### config.mk
export PLATFORM = sky130hd
export DESIGN_NAME = normalized_iir_section_filter
export DESIGN_NICKNAME = d
export VERILOG_FILES = /design/src/hdl/nisf_pkg.sv /design/src/hdl/normalized_iir_section_filter.sv /design/src/hdl/nisf_ctrl.sv /design/src/hdl/nisf_dp.sv
export SDC_FILE = /design/constraint.sdc
export NUM_CORES = 2
export LEC_CHECK = 0
export ABC_CLOCK_PERIOD_IN_PS = 12900
export BUFFER_PORTS_ARGS = -buffer_cell sky130_fd_sc_hd__buf_4
export CAP_MARGIN = 15
export CORE_ASPECT_RATIO = 1.4
export CORE_UTILIZATION = 25
export CTS_BUF_LIST = sky130_fd_sc_hd__clkbuf_8 sky130_fd_sc_hd__clkbuf_16
export CTS_CLUSTER_DIAMETER = 60
export DETAILED_ROUTE_END_ITERATION = 8
export GPL_ROUTABILITY_DRIVEN = 0
export GPL_TIMING_DRIVEN = 0
export PLACE_DENSITY = 0.48
export SYNTH_ARGS = -nofsm -noshare
export SYNTH_HDL_FRONTEND = slang
export SYNTH_SLANG_ARGS = --single-unit
### constraint.sdc
create_clock -name clock -period 12.9 [get_ports clock]
set_input_delay 1.935 -clock clock [delete_from_list [all_inputs] [get_ports clock]]
set_output_delay 1.935 -clock clock [all_outputs]
set_load 0.02 [all_outputs]
### src/hdl/nisf_pkg.sv
// shared types, constants and helpers for the normalized iir section filter
`default_nettype none

package nisf_pkg;

   // sample width is fixed by the payload structs
   localparam int SAMPLE_W = 16;

   // defaults for the top-level parameters
   localparam int COEF_BITS_DEF      = 24;
   localparam int COEF_FRAC_BITS_DEF = 16;

   // configuration register indexes
   localparam int CSR_INDEX_BITS = 3;
   localparam logic [CSR_INDEX_BITS-1:0] REG_DEN_LEAD   = 3'd0;
   localparam logic [CSR_INDEX_BITS-1:0] REG_DEN_FIRST  = 3'd1;
   localparam logic [CSR_INDEX_BITS-1:0] REG_DEN_SECOND = 3'd2;
   localparam logic [CSR_INDEX_BITS-1:0] REG_NUM_NOW    = 3'd3;
   localparam logic [CSR_INDEX_BITS-1:0] REG_NUM_FIRST  = 3'd4;
   localparam logic [CSR_INDEX_BITS-1:0] REG_NUM_SECOND = 3'd5;

   // request opcodes
   localparam logic OP_FILTER = 1'b0;
   localparam logic OP_FLUSH  = 1'b1;

   // product terms, issued to the shared multiplier in this order
   localparam int TERM_BITS = 3;
   localparam logic [TERM_BITS-1:0] TERM_NUM_NOW    = 3'd0;
   localparam logic [TERM_BITS-1:0] TERM_NUM_FIRST  = 3'd1;
   localparam logic [TERM_BITS-1:0] TERM_NUM_SECOND = 3'd2;
   localparam logic [TERM_BITS-1:0] TERM_DEN_FIRST  = 3'd3;
   localparam logic [TERM_BITS-1:0] TERM_DEN_SECOND = 3'd4;
   localparam logic [TERM_BITS-1:0] TERM_LAST       = TERM_DEN_SECOND;

   typedef struct packed {
      logic                       opcode;
      logic signed [SAMPLE_W-1:0] sample_in;
   } req_type;

   typedef struct packed {
      logic signed [SAMPLE_W-1:0] sample_out;
      logic                       saturated;
      logic                       div_error;
   } rsp_type;

   // controller to datapath
   typedef struct packed {
      logic                 load;      // capture sample, clear accumulator
      logic                 mul_en;    // multiply the selected term
      logic [TERM_BITS-1:0] term;
      logic                 acc_en;    // fold the registered product in
      logic                 div_init;  // load divider with magnitudes
      logic                 div_step;  // two quotient bits
      logic                 commit;    // write result and advance history
      logic                 flush;     // clear history
   } dp_cmd_type;

   // datapath to controller
   typedef struct packed {
      logic div_zero;
   } dp_status_type;

   // accumulator width: exact sum of five products, capped at 64 bits (wraps there)
   function automatic int acc_bits_f(input int coef_bits);
      int w;
      w = coef_bits + SAMPLE_W + 3;
      if (w > 64) begin
         w = 64;
      end
      return w;
   endfunction

endpackage

`default_nettype wire

### src/hdl/normalized_iir_section_filter.sv
// top level of the second-order normalized direct form i iir filter
`default_nettype none

// Second-order direct form I IIR section, y = (b1*x + b2*x1 + b3*x2 - a2*y1 - a3*y2) / a1,
// quotient truncated toward zero and clipped to 16 bits (saturated flag), div_error and a
// zero output when a1 is zero. Coefficients are signed Q8.16 registers written through the
// csr port; the user must write them only while the block is idle, which the block itself
// does not enforce. History is two inputs and two outputs. A filter beat is taken only
// while the block is idle; its five products then go through one shared multiplier, then
// come an accumulate step, a divider load, a divide at two quotient bits per cycle and a
// commit; the divide is skipped when a1 is zero. The result sits in an output register, so
// the next beat is taken while it waits; commit waits only when that register is still
// full. A flush beat clears the history and gives no result.

module normalized_iir_section_filter import nisf_pkg::*; #(
   parameter int COEF_BITS      = COEF_BITS_DEF,
   parameter int COEF_FRAC_BITS = COEF_FRAC_BITS_DEF
) (
   input  wire logic                      clock,
   input  wire logic                      reset,
   // request channel
   input  wire logic                      req_valid,
   output logic                           req_stall,
   input  wire req_type                   req_data,
   // response channel
   output logic                           rsp_valid,
   input  wire logic                      rsp_stall,
   output rsp_type                        rsp_data,
   // coefficient writes
   input  wire logic                      csr_we,
   input  wire logic [CSR_INDEX_BITS-1:0] csr_index,
   input  wire logic [COEF_BITS-1:0]      csr_wdata
);

   dp_cmd_type    cmd;
   dp_status_type status;

   // sequencer: owns the handshakes and steps the datapath
   nisf_ctrl #(
      .COEF_BITS (COEF_BITS)
   ) u_ctrl (
      .clock      (clock),
      .reset      (reset),
      .req_valid  (req_valid),
      .req_opcode (req_data.opcode),
      .req_stall  (req_stall),
      .rsp_valid  (rsp_valid),
      .rsp_stall  (rsp_stall),
      .cmd        (cmd),
      .status     (status)
   );

   // arithmetic, coefficient registers, history and result register
   nisf_dp #(
      .COEF_BITS      (COEF_BITS),
      .COEF_FRAC_BITS (COEF_FRAC_BITS)
   ) u_dp (
      .clock     (clock),
      .reset     (reset),
      .csr_we    (csr_we),
      .csr_index (csr_index),
      .csr_wdata (csr_wdata),
      .sample_in (req_data.sample_in),
      .cmd       (cmd),
      .status    (status),
      .rsp_data  (rsp_data)
   );

   // a result is written only into a free output slot
   assert property (@(posedge clock) disable iff (reset)
      cmd.commit |-> (!rsp_valid || !rsp_stall))
      else $error("commit into occupied output register");

   // one datapath operation at a time, apart from accumulate overlapping multiply
   assert property (@(posedge clock) disable iff (reset)
      $onehot0({cmd.load, cmd.mul_en, cmd.div_init, cmd.div_step, cmd.commit, cmd.flush}))
      else $error("overlapping datapath commands");

   // a filter beat keeps the block busy in the following cycle
   assert property (@(posedge clock) disable iff (reset)
      (req_valid && !req_stall && req_data.opcode == OP_FILTER) |=> req_stall)
      else $error("filter beat did not occupy the block");

   // a commit always presents a response beat
   assert property (@(posedge clock) disable iff (reset)
      cmd.commit |=> rsp_valid)
      else $error("commit without response beat");

endmodule

`default_nettype wire

### src/hdl/nisf_ctrl.sv
// sequencer for the filter: multiply-accumulate, divide, commit
`default_nettype none

module nisf_ctrl import nisf_pkg::*; #(
   parameter int COEF_BITS = COEF_BITS_DEF
) (
   input  wire logic          clock,
   input  wire logic          reset,
   input  wire logic          req_valid,
   input  wire logic          req_opcode,
   output logic               req_stall,
   output logic               rsp_valid,
   input  wire logic          rsp_stall,
   output dp_cmd_type         cmd,
   input  wire dp_status_type status
);

   localparam int ACC_BITS  = acc_bits_f(COEF_BITS);
   localparam int DIV_STEPS = (ACC_BITS + 1) / 2;
   localparam int CNT_BITS  = (DIV_STEPS > 8) ? $clog2(DIV_STEPS) : 3;

   localparam logic [2:0] S_IDLE = 3'd0;
   localparam logic [2:0] S_MUL  = 3'd1;
   localparam logic [2:0] S_MACC = 3'd2;
   localparam logic [2:0] S_DIVI = 3'd3;
   localparam logic [2:0] S_DIV  = 3'd4;
   localparam logic [2:0] S_DONE = 3'd5;

   logic [2:0]          state_ff, state_in;
   logic [CNT_BITS-1:0] cnt_ff, cnt_in;
   logic                rsp_valid_ff, rsp_valid_in;

   always_comb begin
      state_in = state_ff;
      cnt_in   = cnt_ff;
      cmd      = '0;
      case (state_ff)
         S_IDLE: begin
            if (req_valid) begin
               if (req_opcode == OP_FLUSH) begin
                  cmd.flush = 1'b1;
               end else begin
                  cmd.load = 1'b1;
                  cnt_in   = '0;
                  state_in = S_MUL;
               end
            end
         end
         S_MUL: begin
            cmd.mul_en = 1'b1;
            cmd.term   = cnt_ff[TERM_BITS-1:0];
            cmd.acc_en = (cnt_ff != '0);
            if (cnt_ff == CNT_BITS'(TERM_LAST)) begin
               state_in = S_MACC;
            end else begin
               cnt_in = cnt_ff + 1'b1;
            end
         end
         S_MACC: begin
            cmd.acc_en = 1'b1;
            state_in   = status.div_zero ? S_DONE : S_DIVI;
         end
         S_DIVI: begin
            cmd.div_init = 1'b1;
            cnt_in       = '0;
            state_in     = S_DIV;
         end
         S_DIV: begin
            cmd.div_step = 1'b1;
            if (cnt_ff == CNT_BITS'(DIV_STEPS - 1)) begin
               state_in = S_DONE;
            end else begin
               cnt_in = cnt_ff + 1'b1;
            end
         end
         S_DONE: begin
            if (!rsp_valid_ff || !rsp_stall) begin
               cmd.commit = 1'b1;
               state_in   = S_IDLE;
            end
         end
         default: begin
            state_in = S_IDLE;
         end
      endcase
   end

   assign rsp_valid_in = cmd.commit | (rsp_valid_ff & rsp_stall);

   always_ff @(posedge clock) begin
      if (reset) begin
         state_ff     <= S_IDLE;
         cnt_ff       <= '0;
         rsp_valid_ff <= 1'b0;
      end else begin
         state_ff     <= state_in;
         cnt_ff       <= cnt_in;
         rsp_valid_ff <= rsp_valid_in;
      end
   end

   assign req_stall = (state_ff != S_IDLE);
   assign rsp_valid = rsp_valid_ff;

endmodule

`default_nettype wire

### src/hdl/nisf_dp.sv
// filter datapath: coefficients, history, shared multiplier, accumulator, divider
`default_nettype none

module nisf_dp import nisf_pkg::*; #(
   parameter int COEF_BITS      = COEF_BITS_DEF,
   parameter int COEF_FRAC_BITS = COEF_FRAC_BITS_DEF
) (
   input  wire logic                       clock,
   input  wire logic                       reset,
   input  wire logic                       csr_we,
   input  wire logic [CSR_INDEX_BITS-1:0]  csr_index,
   input  wire logic [COEF_BITS-1:0]       csr_wdata,
   input  wire logic signed [SAMPLE_W-1:0] sample_in,
   input  wire dp_cmd_type                 cmd,
   output dp_status_type                   status,
   output rsp_type                         rsp_data
);

   localparam int ACC_BITS  = acc_bits_f(COEF_BITS);
   localparam int DIV_BITS  = 2 * ((ACC_BITS + 1) / 2);
   localparam int PROD_BITS = COEF_BITS + SAMPLE_W;
   localparam logic [COEF_BITS-1:0] COEF_ONE = COEF_BITS'(64'd1 << COEF_FRAC_BITS);
   localparam logic [DIV_BITS-1:0]  LIM_POS  = DIV_BITS'((64'd1 << (SAMPLE_W - 1)) - 64'd1);
   localparam logic [DIV_BITS-1:0]  LIM_NEG  = LIM_POS + 1'b1;

   // coefficients
   logic signed [COEF_BITS-1:0] den_lead_ff, den_first_ff, den_second_ff;
   logic signed [COEF_BITS-1:0] num_now_ff, num_first_ff, num_second_ff;

   always_ff @(posedge clock) begin
      if (reset) begin
         den_lead_ff   <= COEF_ONE;
         den_first_ff  <= '0;
         den_second_ff <= '0;
         num_now_ff    <= COEF_ONE;
         num_first_ff  <= '0;
         num_second_ff <= '0;
      end else if (csr_we) begin
         case (csr_index)
            REG_DEN_LEAD:   den_lead_ff   <= csr_wdata;
            REG_DEN_FIRST:  den_first_ff  <= csr_wdata;
            REG_DEN_SECOND: den_second_ff <= csr_wdata;
            REG_NUM_NOW:    num_now_ff    <= csr_wdata;
            REG_NUM_FIRST:  num_first_ff  <= csr_wdata;
            REG_NUM_SECOND: num_second_ff <= csr_wdata;
            default: begin
            end
         endcase
      end
   end

   assign status.div_zero = (den_lead_ff == '0);

   // current sample and history
   logic signed [SAMPLE_W-1:0] x_ff;
   logic signed [SAMPLE_W-1:0] xh0_ff, xh1_ff, yh0_ff, yh1_ff;

   always_ff @(posedge clock) begin
      if (cmd.load) begin
         x_ff <= sample_in;
      end
   end

   // shared multiplier, one term a cycle
   logic signed [COEF_BITS-1:0] coef_sel;
   logic signed [SAMPLE_W-1:0]  opnd_sel;
   logic signed [PROD_BITS-1:0] prod_in, prod_ff;
   logic                        prod_sub_ff;

   always_comb begin
      case (cmd.term)
         TERM_NUM_NOW: begin
            coef_sel = num_now_ff;
            opnd_sel = x_ff;
         end
         TERM_NUM_FIRST: begin
            coef_sel = num_first_ff;
            opnd_sel = xh0_ff;
         end
         TERM_NUM_SECOND: begin
            coef_sel = num_second_ff;
            opnd_sel = xh1_ff;
         end
         TERM_DEN_FIRST: begin
            coef_sel = den_first_ff;
            opnd_sel = yh0_ff;
         end
         TERM_DEN_SECOND: begin
            coef_sel = den_second_ff;
            opnd_sel = yh1_ff;
         end
         default: begin
            coef_sel = '0;
            opnd_sel = '0;
         end
      endcase
   end

   assign prod_in = coef_sel * opnd_sel;

   always_ff @(posedge clock) begin
      if (cmd.mul_en) begin
         prod_ff     <= prod_in;
         prod_sub_ff <= (cmd.term inside {TERM_DEN_FIRST, TERM_DEN_SECOND});
      end
   end

   // accumulator
   logic signed [ACC_BITS-1:0] acc_ff, prod_ext;

   assign prod_ext = ACC_BITS'(prod_ff);

   always_ff @(posedge clock) begin
      if (cmd.load) begin
         acc_ff <= '0;
      end else if (cmd.acc_en) begin
         acc_ff <= prod_sub_ff ? (acc_ff - prod_ext) : (acc_ff + prod_ext);
      end
   end

   // restoring divider on magnitudes, two quotient bits a cycle
   logic [ACC_BITS-1:0]  acc_mag;
   logic [COEF_BITS-1:0] lead_mag;
   logic [COEF_BITS-1:0] rem_ff, rem_in, dsr_ff;
   logic [DIV_BITS-1:0]  quo_ff, quo_in;
   logic                 neg_ff;
   logic [COEF_BITS:0]   trial;
   logic                 ge;

   assign acc_mag  = acc_ff[ACC_BITS-1] ? ACC_BITS'(-acc_ff) : ACC_BITS'(acc_ff);
   assign lead_mag = den_lead_ff[COEF_BITS-1] ? COEF_BITS'(-den_lead_ff)
                                              : COEF_BITS'(den_lead_ff);

   always_comb begin
      rem_in = rem_ff;
      quo_in = quo_ff;
      trial  = '0;
      ge     = 1'b0;
      for (int i = 0; i < 2; i++) begin
         trial = {rem_in, quo_in[DIV_BITS-1]};
         ge    = (trial >= {1'b0, dsr_ff});
         if (ge) begin
            rem_in = COEF_BITS'(trial - {1'b0, dsr_ff});
         end else begin
            rem_in = trial[COEF_BITS-1:0];
         end
         quo_in = {quo_in[DIV_BITS-2:0], ge};
      end
   end

   always_ff @(posedge clock) begin
      if (cmd.div_init) begin
         rem_ff <= '0;
         quo_ff <= DIV_BITS'(acc_mag);
         dsr_ff <= lead_mag;
         neg_ff <= acc_ff[ACC_BITS-1] ^ den_lead_ff[COEF_BITS-1];
      end else if (cmd.div_step) begin
         rem_ff <= rem_in;
         quo_ff <= quo_in;
      end
   end

   // sign, clipping and zero-divisor handling
   logic                neg, sat;
   logic [DIV_BITS-1:0] lim;
   logic [SAMPLE_W-1:0] mag;
   rsp_type             res;

   assign neg = neg_ff && (quo_ff != '0);
   assign lim = neg ? LIM_NEG : LIM_POS;
   assign sat = (quo_ff > lim);
   assign mag = sat ? lim[SAMPLE_W-1:0] : quo_ff[SAMPLE_W-1:0];

   always_comb begin
      if (status.div_zero) begin
         res.sample_out = '0;
         res.saturated  = 1'b0;
         res.div_error  = 1'b1;
      end else begin
         res.sample_out = neg ? -mag : mag;
         res.saturated  = sat;
         res.div_error  = 1'b0;
      end
   end

   always_ff @(posedge clock) begin
      if (cmd.commit) begin
         rsp_data <= res;
      end
   end

   always_ff @(posedge clock) begin
      if (reset || cmd.flush) begin
         xh0_ff <= '0;
         xh1_ff <= '0;
         yh0_ff <= '0;
         yh1_ff <= '0;
      end else if (cmd.commit) begin
         xh1_ff <= xh0_ff;
         xh0_ff <= x_ff;
         yh1_ff <= yh0_ff;
         yh0_ff <= res.sample_out;
      end
   end

endmodule

`default_nettype wire

==> reports/results.ini <==
[timing]
tightestPinTransition_ps = 1490
finalCritPeriodShare_pct = 85.5
maxSlewHeadroom_pct = 0.521
setup-violations-final = 0
fin_skew_ps = 49.3
drv_slew = 0
max_freq_ghz = 0.0906
min_period_ps = 11030
hold_violations = 0
fin_tns_setup_ps = 0
grt_setup_unrepaired = false

[synthesis]
synth_area_um2 = 37400
synth_edf_count = 143
async_flop_share_pct = 0
synthFlopType = dfxtp_1
synth_seq_cells = 428
synth_warnings = 0
synthCells = 4441
postSynthAreaPerCell_um2 = 8.43
ys_seq_area_share_pct = 26.7
yosys.cell_types.count = 79
syn_nets = 5078

[worst_setup_path]
crit_path_start_kind = flip-flop
end_kind = flip-flop
cp_num_buf_inv = 9
r2r_cells = 32
path_common_cell = fa_1
crit_slowest_cell = fa_1
crit_type = flip-flop to flip-flop
slowest_delay_ps = 790
cp_max_fo = 10
worstPathRequired_ps = 13230
arrival_ps = 11360
cp.depth = 32
cp_top_family = adder cells

[route]
wl_um = 130000
drtIter0Drc = 2247
routedWlPerCell_um = 19.8
vias = 31600
route.detailed.drc = 16
viasPerCell = 4.82
drt_first_pass_iters = 8
postRouteAntennaNets = 0

[global_routing]
grt.total_usage_pct = 17.3
grt_max_degree = 43
grt_overflow = 0
antenna_found_initial = 5
grt_pass1_vias = 32600
grt_pass1_wl_um = 200000

[status]
status = complete, but fails checks
violations = DRC

[floorplan]
pin_count = 69
num_rows = 167
die_x_um = 329
die_area_um2 = 151000
start_util_pct = 25.2
coreArea_um2 = 148000
die_h_um = 460

[place]
hpwlAfterDp_um = 107000
placedCellCount = 6472
numPortBuffers = 68

[power_and_ir_drop]
p_per_area_nw_per_um2 = 161
p_leak_nw = 17.7
irDropWorstVdd_mv = 0.0924

[finish]
regMostFlops = u_dp.quo_ff
largest_register_ffs = 44
nets = 5215
reg.largest.list = u_dp.quo_ff x44, u_dp.acc_ff x43, u_dp.prod_ff x40
drive_gt1_share_pct = 5.07
fin_cells = 6559
area_growth_pct = 13.0
nFillCells = 16000

[cts]
cts_max_level = 2
post_cts_resized = 0
post-cts-setup-buffers = 0
clk_pin_slew_ps = 70
cts_tree = yes
cts.sinks = 428
numCtsBuffers = 45
holdBufCountCts = 0
clockRootBuffer = clkbuf_16
insertion_delay_ps = 640
clockBufferDepth = 3

[flow_run]
maxCapViolCount = 0

[worst_hold_path]
holdPathStages = 2
min_path_type = flip-flop to flip-flop

worst min-delay path, cell delays in order, from the launching register on:
cell	delay [ps]
dfxtp_1	310
nand2_1	50
a21oi_1	50
report_power, final:
part,switching (mW),total (mW),internal (mW),leakage [nW]
clock,0.643,1.43,0.790,0.821
combinational,2.20,3.54,1.34,13.2
sequential,0.211,1.82,1.61,3.61
kinds of logic after synthesis:
logic type | after synthesis | share of synthesized area (%)
XOR/XNOR | 224 | 5.24
flip-flops | 428 | 26.7
AO/OA/AOI/OAI | 905 | 15.2
multiplexers | 21 | 0.565
adder cells (fa/ha/maj) | 588 | 27.2
buffers and inverters | 723 | 7.30
AND/OR/NAND/NOR | 1552 | 17.7
per-layer routing:
metal  vias up  wire length (um)  GRT usage (%)
met4         2              7520           9.01
met2       728             67000           31.9
met1     15600             51000           19.7
li1      15000                 -              -
met3       240              4620           1.35
met5         -                13              0
cell usage after synthesis, drive strengths merged (32+ instances only):
cell type	number	area share [%]
nand2	893	9.0
inv	523	5.2
fa	378	20
a21oi	376	5.0
nor2	322	3.2
dfxtp	285	15
ha	210	7.0
o21ai	175	2.3
clkbuf	172	1.7
edfxtp	143	11
xnor2	140	3.3
xor2	84	2.0
nor3	56	0.75
nand3	53	0.71
a21o	52	1.0
a221oi	36	0.94
nand2b	36	0.60
a22oi	35	0.70
a221o	32	0.86
path summary, 6_finish.rpt:
kind                            slack, ps                    end             startpoint
worst max register to register       1870       u_dp.prod_ff[39]     u_ctrl.state_ff[1]
worst min register to register        460  u_dp.num_second_ff[1]  u_dp.num_second_ff[1]
worst min-delay path                  460  u_dp.num_second_ff[1]  u_dp.num_second_ff[1]
worst max-delay path                 1870       u_dp.prod_ff[39]     u_ctrl.state_ff[1]
layout by cell type (no fill, tap or decap), types with 20 or more instances in the layout:
cell,netlist,routed
a211oi_1,20,20
a21o_1,52,52
a21oi_1,376,376
a221o_1,32,32
a22oi_1,35,35
and3_1,24,24
buf_4,1,77
clkbuf_1,172,171
clkbuf_16,0,49
dfxtp_1,285,285
edfxtp_1,143,143
fa_1,378,378
ha_1,210,210
inv_1,522,529
mux2i_1,20,20
nand2_1,893,893
nand2b_1,36,36
nand3_1,53,53
nand4_1,20,20
nor2_1,322,322
nor2b_1,22,22
nor3_1,56,56
nor4_1,25,25
o21a_1,24,24
o21ai_0,172,172
o31ai_1,27,27
or2_2,20,20
or3_1,24,24
xnor2_1,140,140
xor2_1,84,84
final cells by class:
class | count | area, um2 | area share [%]
multi-input combinational | 3290 | 24800 | 58.6
sequential | 428 | 10000 | 23.6
tap | 1943 | 2430 | 5.75
inverter | 523 | 1960 | 4.64
clock buffer | 53 | 1280 | 3.03
buffer | 200 | 771 | 1.82
timing repair buffer | 90 | 728 | 1.72
clock inverter | 30 | 330 | 0.781
antenna | 2 | 5.00 | 0.0118
per-stage QoR:
stage          util (%)  total power [mW]  instance area [um2]  hold WS, ps  worst slack [ps]
2_1_floorplan         -              4.25                37400          436              3600
3_3_place_gp       27.2              5.37                40400          441               167
3_5_place_dp       27.4              5.39                40700          447              1690
4_1_cts            28.5              6.85                42300          456              1630
5_1_grt            28.5              7.30                42300          471              1200
6_report           28.5              6.79                42300          456              1870
Power figures use the tool's default switching activity.
